$ cat src/design/vtd_pkg.sv
// Types and constants shared by the vibration tamper detector.
// No dependencies.
package vtd_pkg;

  localparam int unsigned AddrW = 4;

  localparam logic [AddrW-1:0] ADDR_DEBOUNCE  = 4'h0;
  localparam logic [AddrW-1:0] ADDR_WINDOW    = 4'h4;
  localparam logic [AddrW-1:0] ADDR_THRESHOLD = 4'h8;

  localparam logic [15:0] DEBOUNCE_RESET  = 16'd100;
  localparam logic [31:0] WINDOW_RESET    = 32'd5000;
  localparam logic [7:0]  THRESHOLD_RESET = 8'd3;

  localparam logic [7:0] COUNT_MAX = 8'hFF;

  typedef struct packed {
    logic [15:0] debounce_ms;
    logic [31:0] window_ms;
    logic [7:0]  threshold_count;
  } cfg_t;

  typedef struct packed {
    logic        sensor_level;
    logic [31:0] now_ms;
  } poll_t;

  typedef struct packed {
    logic       pulse_accepted;
    logic       alarm;
    logic [7:0] pulse_count;
  } result_t;

endpackage

$ cat src/design/vtd_cfg_regs.sv
// APB register bank for debounce, window and threshold settings.
// Depends on vtd_pkg.
module vtd_cfg_regs (
  input  logic                       clk,
  input  logic                       rst,
  input  logic                       psel,
  input  logic                       penable,
  input  logic                       pwrite,
  input  logic [vtd_pkg::AddrW-1:0]  paddr,
  input  logic [31:0]                pwdata,
  output logic [31:0]                prdata,
  output logic                       pready,
  output vtd_pkg::cfg_t              cfg
);

  logic wr;

  assign pready = 1'b1;
  assign wr     = psel && penable && pwrite && pready;

  always_ff @(posedge clk) begin
    if (rst) begin
      cfg.debounce_ms     <= vtd_pkg::DEBOUNCE_RESET;
      cfg.window_ms       <= vtd_pkg::WINDOW_RESET;
      cfg.threshold_count <= vtd_pkg::THRESHOLD_RESET;
    end else if (wr) begin
      unique case (paddr)
        vtd_pkg::ADDR_DEBOUNCE:  cfg.debounce_ms     <= pwdata[15:0];
        vtd_pkg::ADDR_WINDOW:    cfg.window_ms       <= pwdata;
        vtd_pkg::ADDR_THRESHOLD: cfg.threshold_count <= pwdata[7:0];
        default: ;
      endcase
    end
  end

  always_comb begin
    unique case (paddr)
      vtd_pkg::ADDR_DEBOUNCE:  prdata = {16'd0, cfg.debounce_ms};
      vtd_pkg::ADDR_WINDOW:    prdata = cfg.window_ms;
      vtd_pkg::ADDR_THRESHOLD: prdata = {24'd0, cfg.threshold_count};
      default:                 prdata = 32'd0;
    endcase
  end

endmodule

$ cat src/design/vtd_detect.sv
// Detector state and per-poll evaluation: window expiry, debounced edge, alarm.
// Depends on vtd_pkg.
module vtd_detect (
  input  logic              clk,
  input  logic              rst,
  input  logic              step,
  input  vtd_pkg::cfg_t     cfg,
  input  vtd_pkg::poll_t    poll,
  output vtd_pkg::result_t  result
);

  logic        prev_level;
  logic [7:0]  count;
  logic [31:0] first_pulse_time;
  logic [31:0] last_pulse_time;

  logic [31:0] since_first;
  logic [31:0] since_last;
  logic [7:0]  count_kept;
  logic [7:0]  count_inc;
  logic        falling;
  logic        accept;
  logic        alarm;
  logic [7:0]  count_next;

  always_comb begin
    since_first = poll.now_ms - first_pulse_time;
    since_last  = poll.now_ms - last_pulse_time;
    count_kept  = (count != 8'd0 && since_first > cfg.window_ms) ? 8'd0 : count;
    falling     = !poll.sensor_level && prev_level;
    accept      = falling && (since_last > {16'd0, cfg.debounce_ms}
                              || poll.now_ms < last_pulse_time);
    count_inc   = (count_kept < vtd_pkg::COUNT_MAX) ? count_kept + 8'd1 : count_kept;
    alarm       = accept && (count_inc >= cfg.threshold_count);
    count_next  = alarm ? 8'd0 : (accept ? count_inc : count_kept);
  end

  assign result.pulse_accepted = accept;
  assign result.alarm          = alarm;
  assign result.pulse_count    = count_next;

  always_ff @(posedge clk) begin
    if (rst) begin
      prev_level       <= 1'b1;
      count            <= 8'd0;
      first_pulse_time <= 32'd0;
      last_pulse_time  <= 32'd0;
    end else if (step) begin
      prev_level <= poll.sensor_level;
      count      <= count_next;
      if (accept) begin
        last_pulse_time <= poll.now_ms;
        if (count_inc == 8'd1) first_pulse_time <= poll.now_ms;
      end
    end
  end

  a_alarm_needs_pulse: assert property (@(posedge clk) disable iff (rst)
    step && alarm |-> accept)
    else $error("alarm without accepted pulse");

  a_alarm_clears: assert property (@(posedge clk) disable iff (rst)
    step && alarm |=> count == 8'd0)
    else $error("count not cleared after alarm");

  a_last_time: assert property (@(posedge clk) disable iff (rst)
    step && accept |=> last_pulse_time == $past(poll.now_ms))
    else $error("pulse time not captured");

  a_edge_level: assert property (@(posedge clk) disable iff (rst)
    step |=> prev_level == $past(poll.sensor_level))
    else $error("level history lost");

endmodule

$ cat src/design/vibration_tamper_detector_core.sv
// Top level of the vibration tamper detector: stream ports, input and result
// registers. Depends on vtd_pkg, vtd_cfg_regs and vtd_detect.
//
//  port group   dir   contents
//  s_axis_*     in    poll item: sensor level, timestamp
//  m_axis_*     out   result item: pulse flag, alarm, count
//  apb          in    debounce, window, threshold registers
//
// One item per cycle sustained while results are taken; input register, then
// result register; evaluation is one pass of subtract/compare logic.
// Synchronous reset clears both stages and the detector state.
// A stalled result holds; an empty input register still takes one item while it waits.
module vibration_tamper_detector_core (
  input  logic                       clk,
  input  logic                       rst,
  input  logic                       s_axis_tvalid,
  output logic                       s_axis_tready,
  input  logic [39:0]                s_axis_tdata,  // [0] sensor_level, [32:1] now_ms
  output logic                       m_axis_tvalid,
  input  logic                       m_axis_tready,
  output logic [15:0]                m_axis_tdata,  // [0] pulse_accepted, [1] alarm,
                                                    // [9:2] pulse_count
  input  logic                       psel,
  input  logic                       penable,
  input  logic                       pwrite,
  input  logic [vtd_pkg::AddrW-1:0]  paddr,
  input  logic [31:0]                pwdata,
  output logic [31:0]                prdata,
  output logic                       pready
);

  vtd_pkg::cfg_t    cfg;
  vtd_pkg::poll_t   poll;
  vtd_pkg::result_t res_calc;
  vtd_pkg::result_t res;
  logic             in_valid;
  logic             out_load;

  assign out_load      = in_valid && (!m_axis_tvalid || m_axis_tready);
  assign s_axis_tready = !in_valid || out_load;

  always_ff @(posedge clk) begin
    if (rst) begin
      in_valid      <= 1'b0;
      m_axis_tvalid <= 1'b0;
    end else begin
      if (s_axis_tready) in_valid <= s_axis_tvalid;
      if (out_load) m_axis_tvalid <= 1'b1;
      else if (m_axis_tready) m_axis_tvalid <= 1'b0;
    end
  end

  always_ff @(posedge clk) begin
    if (s_axis_tready && s_axis_tvalid) begin
      poll.sensor_level <= s_axis_tdata[0];
      poll.now_ms       <= s_axis_tdata[32:1];
    end
    if (out_load) res <= res_calc;
  end

  assign m_axis_tdata = {6'd0, res.pulse_count, res.alarm, res.pulse_accepted};

  vtd_cfg_regs u_cfg (
    .clk     (clk),
    .rst     (rst),
    .psel    (psel),
    .penable (penable),
    .pwrite  (pwrite),
    .paddr   (paddr),
    .pwdata  (pwdata),
    .prdata  (prdata),
    .pready  (pready),
    .cfg     (cfg)
  );

  vtd_detect u_detect (
    .clk    (clk),
    .rst    (rst),
    .step   (out_load),
    .cfg    (cfg),
    .poll   (poll),
    .result (res_calc)
  );

  a_no_overrun: assert property (@(posedge clk) disable iff (rst)
    in_valid && m_axis_tvalid && !m_axis_tready |=> in_valid)
    else $error("pending item dropped");

  a_result_hold: assert property (@(posedge clk) disable iff (rst)
    m_axis_tvalid && !m_axis_tready |=> m_axis_tvalid && $stable(m_axis_tdata))
    else $error("stalled result changed");

  a_ready_when_empty: assert property (@(posedge clk) disable iff (rst)
    !in_valid |-> s_axis_tready)
    else $error("input blocked while empty");

endmodule

$ cat config.mk
export PLATFORM = sky130hd
export DESIGN_NAME = vibration_tamper_detector_core
export DESIGN_NICKNAME = d
export VERILOG_FILES = /design/src/design/vtd_pkg.sv /design/src/design/vtd_cfg_regs.sv /design/src/design/vtd_detect.sv /design/src/design/vibration_tamper_detector_core.sv
export SDC_FILE = /design/constraint.sdc
export NUM_CORES = 1
export LEC_CHECK = 0
export BUFFER_PORTS_ARGS = -buffer_cell sky130_fd_sc_hd__buf_4
export CORE_ASPECT_RATIO = 0.5
export CORE_MARGIN = 2
export CORE_UTILIZATION = 25
export CTS_CLUSTER_DIAMETER = 200
export DETAILED_ROUTE_END_ITERATION = 6
export MAX_ROUTING_LAYER = met4
export PLACE_DENSITY = 0.41
export SYNTH_ARGS = -nofsm -noshare
export SYNTH_HDL_FRONTEND = slang
export SYNTH_SLANG_ARGS = --single-unit
$ cat constraint.sdc
create_clock -name clk -period 7.1 [get_ports clk]
set_input_delay 0.355 -clock clk [delete_from_list [all_inputs] [get_ports clk]]
set_output_delay 0.355 -clock clk [all_outputs]
set_load 0.02 [all_outputs]
==> reports/metrics.yaml, run 1 <==
min_path:
  holdCritPathClass: "in2reg"
grt:
  grt_max_degree: 62
  grt_pass1_wl_um: 62700
  antenna_found_initial: 0
  grtUsageTotal_pct: 16.6
  grt-ovfl-total: 0
  grt_pass1_vias: 10767
critical_path:
  required_ps: 7310
  slowest_delay_ps: 410
  critPathMaxFanout: 5
  endpoint_kind: "flip-flop"
  cp-start-kind: "flip-flop"
  cp_data_arrival_time_ps: 7500
  r2r_slack_ps: -180
  critPathSlowestCell: "edfxtp_1"
  crit_type: "reg2reg"
timing:
  slew_headroom_pct: 32.7
  slew_violations: 0
  hold_viol_final: 0
  period_minus_slack_ps: 7280
  max_freq_mhz: 137
  fin_crit_sh_pct: 103
  final.setup.tns_ps: -1830
  finalSetupViolCount: 17
  grt_setup_unrepaired: "true"
  layout_setup_ws_ps: -183
  worstMarginPinSlew_ps: 1010
  finalClockSkew_ps: 12.0
clock_network:
  ctsHoldBuffers: 0
  h-tree-depth: 4
  cts_buffers: 17
  cts_tree: "built"
  cts_sinks: 174
  clock_path_buffers: 2
  clk-insertion-delay-late_ps: 460
  ctsRootBufferMaster: "clkbuf_16"
  cts.clk_slew.worst_paths_ps: 80
cells_and_area:
  finalNetCount: 1895
  design_area_um2: 15500
  area_delta_synth_final_pct: 27.3
  antenna_cells: 0
  instances_no_fill: 2352
  post_route_cells_drive_above_1_share_pct: 20.8
  final_common_cell: "buf_4"
  final_cell_mix: "buf_4, nand2_1, a21oi_1, inv_1, dfxtp_1"
synth:
  async_flop_share_pct: 0
  avgSynthCellArea_um2: 8.11
  synth_area_um2: 12200
  synth_seq_area_share_pct: 32.1
  synth_top_area_share_pct: 21.5
  yosysWarningCount: 0
  syn_inst: 1502
  synthTopCellsByArea: "dfxtp_1, ha_1, edfxtp_1"
  synth_area_leader_cell: "dfxtp_1"
  ys_types: 82
  ys.flop_type: "dfxtp_1"
  synth_edf_count: 43
  ys_ff_latch: 174
pwr:
  cellLeakagePower_nw: 6.27
  p_total_w: 0.00283
  power_density_nw_per_um2: 183
  ir_worst_vdd_uv: 143
placed_design:
  dp_cells: 2305
  place_area_um2: 14400
  io_buffers: 119
  dp.final_hpwl_um: 30100
  globalplace.congestion: 0.872
drt:
  vias: 11137
  ant_nets: 0
  drc: 0
  drt_first_iter_violations: 655
  routed_via_density: 4.74
  routedWlPerCell_um: 17.3
  dr.pass1.iters: 5
  drt_wl_total_um: 40600
floorplan:
  initial_core_util_pct: 25.2
  core_area_um2: 48300
  die_y_um: 160
  die_w_um: 316
  io_pins: 134
  dieArea_um2: 50600
  rows: 57
run_status:
  violations: "negative setup slack"
  status: "finished with violations"
flow_run:
  drv_cap: 0
synthesized netlist by cell type, drive strengths merged, types with 4 or more instances:
cell type and n:
nor3 21, ha 120, a211o 6, nand4 22
o211ai 5, xnor2 37, o21ai 77, nor2b 10
xor2 11, nor4 5, or4b 4, nor2 79
a21o 30, nand3 61, or3 5, and4 4
a31oi 8, buf 20, nor4b 4, mux2 7
a21oi 159, clkbuf 57, nand2 161, a22o 8
a222oi 8, o21a 18, inv 143, o31ai 6
mux2i 42, edfxtp 43, nand3b 10, and3 23
a21boi 4, a211oi 8, dfxtp 131, and2 4
o2bb2ai 7, o21bai 8, o22ai 4, nand2b 79
worst max-delay path, delay by kind of cell (launching register included):
family          cells  cell delay [ps]
xor+xnor            1              100
compound gates     20             2900
mux                 1              330
simple gates        8             1270
buf+inv             7              840
flops               1              410
fa+ha+maj           5             1210
worst paths after layout:
check                                  endpoint             start  cells past startpoint
worst min register to register    u_cfg.cfg[50]     u_cfg.cfg[50]                      2
worst min-delay path                   poll[17]  s_axis_tdata[18]                      1
worst max-delay path            m_axis_tdata[8]           poll[0]                     42
worst max register to register  m_axis_tdata[8]           poll[0]                     42
layout make-up:
type	instances	area (um2)
Fill cell	5148	32800
Multi-Input combinational cell	1113	7790
Sequential cell	174	3910
Timing Repair Buffer	241	1830
Tap cell	649	812
Inverter	143	537
Clock buffer	21	514
Clock inverter	11	111
report_power, final:
group	switching [W]	leakage [nW]	internal, W
registers	0.0000217	1.48	0.00105
clock network	0.000470	0.313	0.000565
logic	0.000418	4.48	0.000313
total	0.000909	6.27	0.00192
state kept, by name (all words and copies together), names as in the netlist:
name                       flops
u_cfg.cfg                     56
m_axis_tvalid                  1
m_axis_tdata                  10
u_detect.count                 8
u_detect.first_pulse_time     32
in_valid                       1
u_detect.last_pulse_time      32
poll                          33
u_detect.prev_level            1
layer usage:
| layer | part of all wire, % | track usage [%] |
|---|---|---|
| met3 | 2.3 | 2.23 |
| met1 | 49 | 22.0 |
| met4 | 1.5 | 3.86 |
| met2 | 47 | 26.6 |
| met5 | 0 | - |
stage by stage:
stage | hold WS, ps | worst slack (ps) | util (%)
final | 65.8 | -183 | 32.1
after CTS | 37.2 | -180 | 31.8
after floorplan | 439 | 1.50 | -
after detailed placement | 463 | -726 | 29.9
after global placement | 458 | -615 | 29.9
after global routing | 40.6 | -548 | 32.1
cell families after synthesis:
| family | count (synthesis) | synth area share (%) |
|---|---|---|
| adders and majority gates | 122 | 12.7 |
| DFF | 174 | 32.1 |
| AOI/OAI and AO/OA | 382 | 19.6 |
| xor gates and xnor gates | 48 | 3.45 |
| buffers and inverters | 220 | 7.15 |
| and+or+nand+nor | 505 | 20.8 |
| muxes | 49 | 4.10 |
| other | 2 | 0.0617 |
what timing repair did:
item | in CTS | in global routing
gates cloned | 0 | 0
resized for setup | 47 | 22
setup endpoints to repair | 17 | 30
buffers inserted | 8 | 7
pin swaps | 35 | 6
Note: power is estimated with default switching activity, not from simulation.
==> run 2, diff against run 1 <==
--- a/config.mk
+++ b/config.mk
@@ -8,11 +8,12 @@
 export BUFFER_PORTS_ARGS = -buffer_cell sky130_fd_sc_hd__buf_4
 export CORE_ASPECT_RATIO = 0.5
 export CORE_MARGIN = 2
-export CORE_UTILIZATION = 25
+export CORE_UTILIZATION = 52
 export CTS_CLUSTER_DIAMETER = 200
 export DETAILED_ROUTE_END_ITERATION = 6
 export MAX_ROUTING_LAYER = met4
-export PLACE_DENSITY = 0.41
+export PLACE_DENSITY = 0.71
 export SYNTH_ARGS = -nofsm -noshare
 export SYNTH_HDL_FRONTEND = slang
 export SYNTH_SLANG_ARGS = --single-unit
+export TNS_END_PERCENT = 50
==> constraint.sdc (replaced) <==
create_clock -name clk -period 7.8 [get_ports clk]
set_input_delay 0.39 -clock clk [delete_from_list [all_inputs] [get_ports clk]]
set_output_delay 0.39 -clock clk [all_outputs]
set_load 0.02 [all_outputs]
==> run 2 against run 1 <==
The run ends with design-rule violations left; worst hold slack improved by 25 ps; non-clock buffer count is 42 lower; core utilization increased by 32 points; register-to-register slack better by 520 ps; wire length down 12%; design area down 5.5%; setup slack improved by 520 ps; maximum frequency is 2.4% lower; global-route usage up 13 points; sequential share of layout area grew 1.5 points; clock skew rose by 3.0 ps; sequential cell count unchanged; highest routed layer unchanged.
==> reports/metrics.yaml, run 2 (same netlist as run 1, synthesis figures left out) <==
run_status:
  status: "finished with violations"
  violations: "design-rule violations"
drt:
  routedWlPerCell_um: 18.2  # +5.1%
  drc: 15  # +15
  dr.pass1.iters: 7  # +2
  routed_via_density: 5.82  # +23%
  vias: 11458  # +2.9%
  ant_nets: 0  # unchanged
  drt_first_iter_violations: 1066  # +63%
  drt_wl_total_um: 35700  # -12%
critical_path:
  endpoint_kind: "flip-flop"
  crit_top_cell: "buf_4"
  critPathMaxFanout: 5  # unchanged
  slowest_delay_ps: 400  # about the same
  rr_endpoint: "m_axis_tdata[7]"
  required_ps: 8120  # +810 ps
  crit_type: "reg2reg"
  cp_data_arrival_time_ps: 7790  # +290 ps
  critPathSlowestCell: "edfxtp_1"
  reg2reg_depth: 40  # -4.8%
  r2r_slack_ps: 340  # +520 ps
  r2r-start: "poll[1]"
  cp-start-kind: "flip-flop"
clock_network:
  h-tree-depth: 4  # unchanged
  cts_sinks: 174  # unchanged
  ctsRootBufferMaster: "clkbuf_16"
  cts.clk_slew.worst_paths_ps: 70  # about the same
  cts_tree: "built"
  clk-insertion-delay-late_ps: 470  # about the same
  cts_buffers: 17  # unchanged
  clock_path_buffers: 2  # unchanged
cells_and_area:
  final_cell_mix: "buf_4, nand2_1, a21oi_1, inv_1, dfxtp_1"
  fillers: 1984  # -61%
  largest_reg_flops: 56  # unchanged
  regArea_um2: 3910  # unchanged
  largest-register: "u_cfg.cfg"
  finalNetCount: 1853  # -2.2%
  multiInputGateArea_um2: 7680  # -1.3%
  area_delta_synth_final_pct: 20.4
  layout_top_registers: "u_cfg.cfg: 56 flops, poll: 33 flops"
  post_route_cells_drive_above_1_share_pct: 18.1  # -2.7 points
  final_common_cell: "buf_4"
  antenna_cells: 0  # unchanged
  final_util_pct: 64.1  # +32 points
grt:
  grt-ovfl-total: 0  # unchanged
  grt_pass1_wl_um: 55400  # -11%
  antenna_found_initial: 0  # unchanged
  grtUsageTotal_pct: 29.8  # +13 points
  grt_max_degree: 102  # +65%
  grt_pass1_vias: 10779  # +0.11%
timing:
  worstMarginPinSlew_ps: 1040  # +34.9 ps
  finalClockSkew_ps: 15.0  # +2.97 ps
  whs_ps: 91.2  # +25.3 ps
  slew_headroom_pct: 30.2  # -2.4 points
  finalSetupViolCount: 0  # -17
  hold_viol_final: 0  # unchanged
  final.setup.tns_ps: 0  # +1830 ps
  fin_crit_sh_pct: 95.7  # -6.9 points
  slew_violations: 0  # unchanged
  layout_setup_ws_ps: 337  # +520 ps
  period_minus_slack_ps: 7460  # +180 ps
  max_freq_mhz: 134  # -2.4%
placed_design:
  pre_cts_ws_ps: -298  # +427 ps
  io_buffers: 119  # unchanged
  globalplace.congestion: 0.952  # +9.2%
  dp.final_hpwl_um: 26400  # -12%
min_path:
  holdCritPathClass: "in2reg"
  hold_depth: 1  # unchanged
  hp-start: "s_axis_tdata[17]"
  min_to: "poll[16]"
pwr:
  cellLeakagePower_nw: 6.01  # -4.2%
  power_density_nw_per_um2: 173  # -5.2%
  ir_worst_vdd_uv: 153  # +6.8%
floorplan:
  rows: 39  # -32%
  initial_core_util_pct: 53.2  # +28 points
  core_area_um2: 22900  # -53%
  dieArea_um2: 24700  # -51%
  die_y_um: 112  # -30%
  die_w_um: 220  # -30%
  io_pins: 134  # unchanged
flow_run:
  drv_cap: 0  # unchanged
-- run 2: changes by cell type in the layout (fill, tap and decap cells not counted), sizes merged --
cell / before / now
clkinv: 3 / 4
buf: 241 / 199
inv: 150 / 147
bufinv: 1 / 2
clkbuf: 21 / 22
-- run 2: layout make-up --
| type | count | area share [%] |
|---|---|---|
| multi-input combinational | 1113 | 52.4 |
| sequential | 174 | 26.7 |
| timing repair buffer | 199 | 10.2 |
| inverter | 143 | 3.66 |
| clock buffer | 22 | 3.61 |
| tap | 307 | 2.62 |
| clock inverter | 10 | 0.802 |
-- run 2: power by group --
part / switching, W / internal [W]
Combinational: 0.000358 / 0.000268
Clock: 0.000390 / 0.000550
Sequential: 0.0000203 / 0.000952
-- run 2: worst max path at each step --
stage,cells after the start,from,end
floorplan,35,poll[1],m_axis_tdata[5]
global placement,38,poll[1],u_detect.count[1]
detailed placement,39,poll[1],u_detect.count[2]
CTS,40,poll[1],m_axis_tdata[9]
global route,40,poll[1],m_axis_tdata[9]
finish,40,poll[1],m_axis_tdata[7]
-- run 2: repair_timing --
item,4_1_cts,5_1_grt
hold buffers,0,0
endpoints found under the setup margin,17,17
resized for setup,11,52
pin swaps,3,33
setup buffers,1,5
-- run 2: per-stage QoR --
step	total power, W	instance area, um2	instances
after floorplan	0.00138	12200	1507
after global placement	0.00157	13700	1930
after detailed placement	0.00158	13700	1930
after CTS	0.00252	14400	1963
after global routing	0.00266	14700	1968
final	0.00254	14700	1968
-- run 2: metal layers --
metal,vias up,routed length [um],track usage (%)
met3,48,2170,7.02
met2,332,16400,45.7
met1,5534,16600,39.4
met4,0,591,7.74
met5,-,0,-
li1,5544,-,-
-- run 2: worst max-delay path: cells and delay by family, from the launching register on --
kind / cells / cell delay, ps
buffers and inverters: 5 / 730
xor gates and xnor gates: 2 / 250
and+or+nand+nor: 12 / 2090
DFF: 1 / 400
AOI/OAI and AO/OA: 17 / 2770
adders and majority gates: 4 / 1050
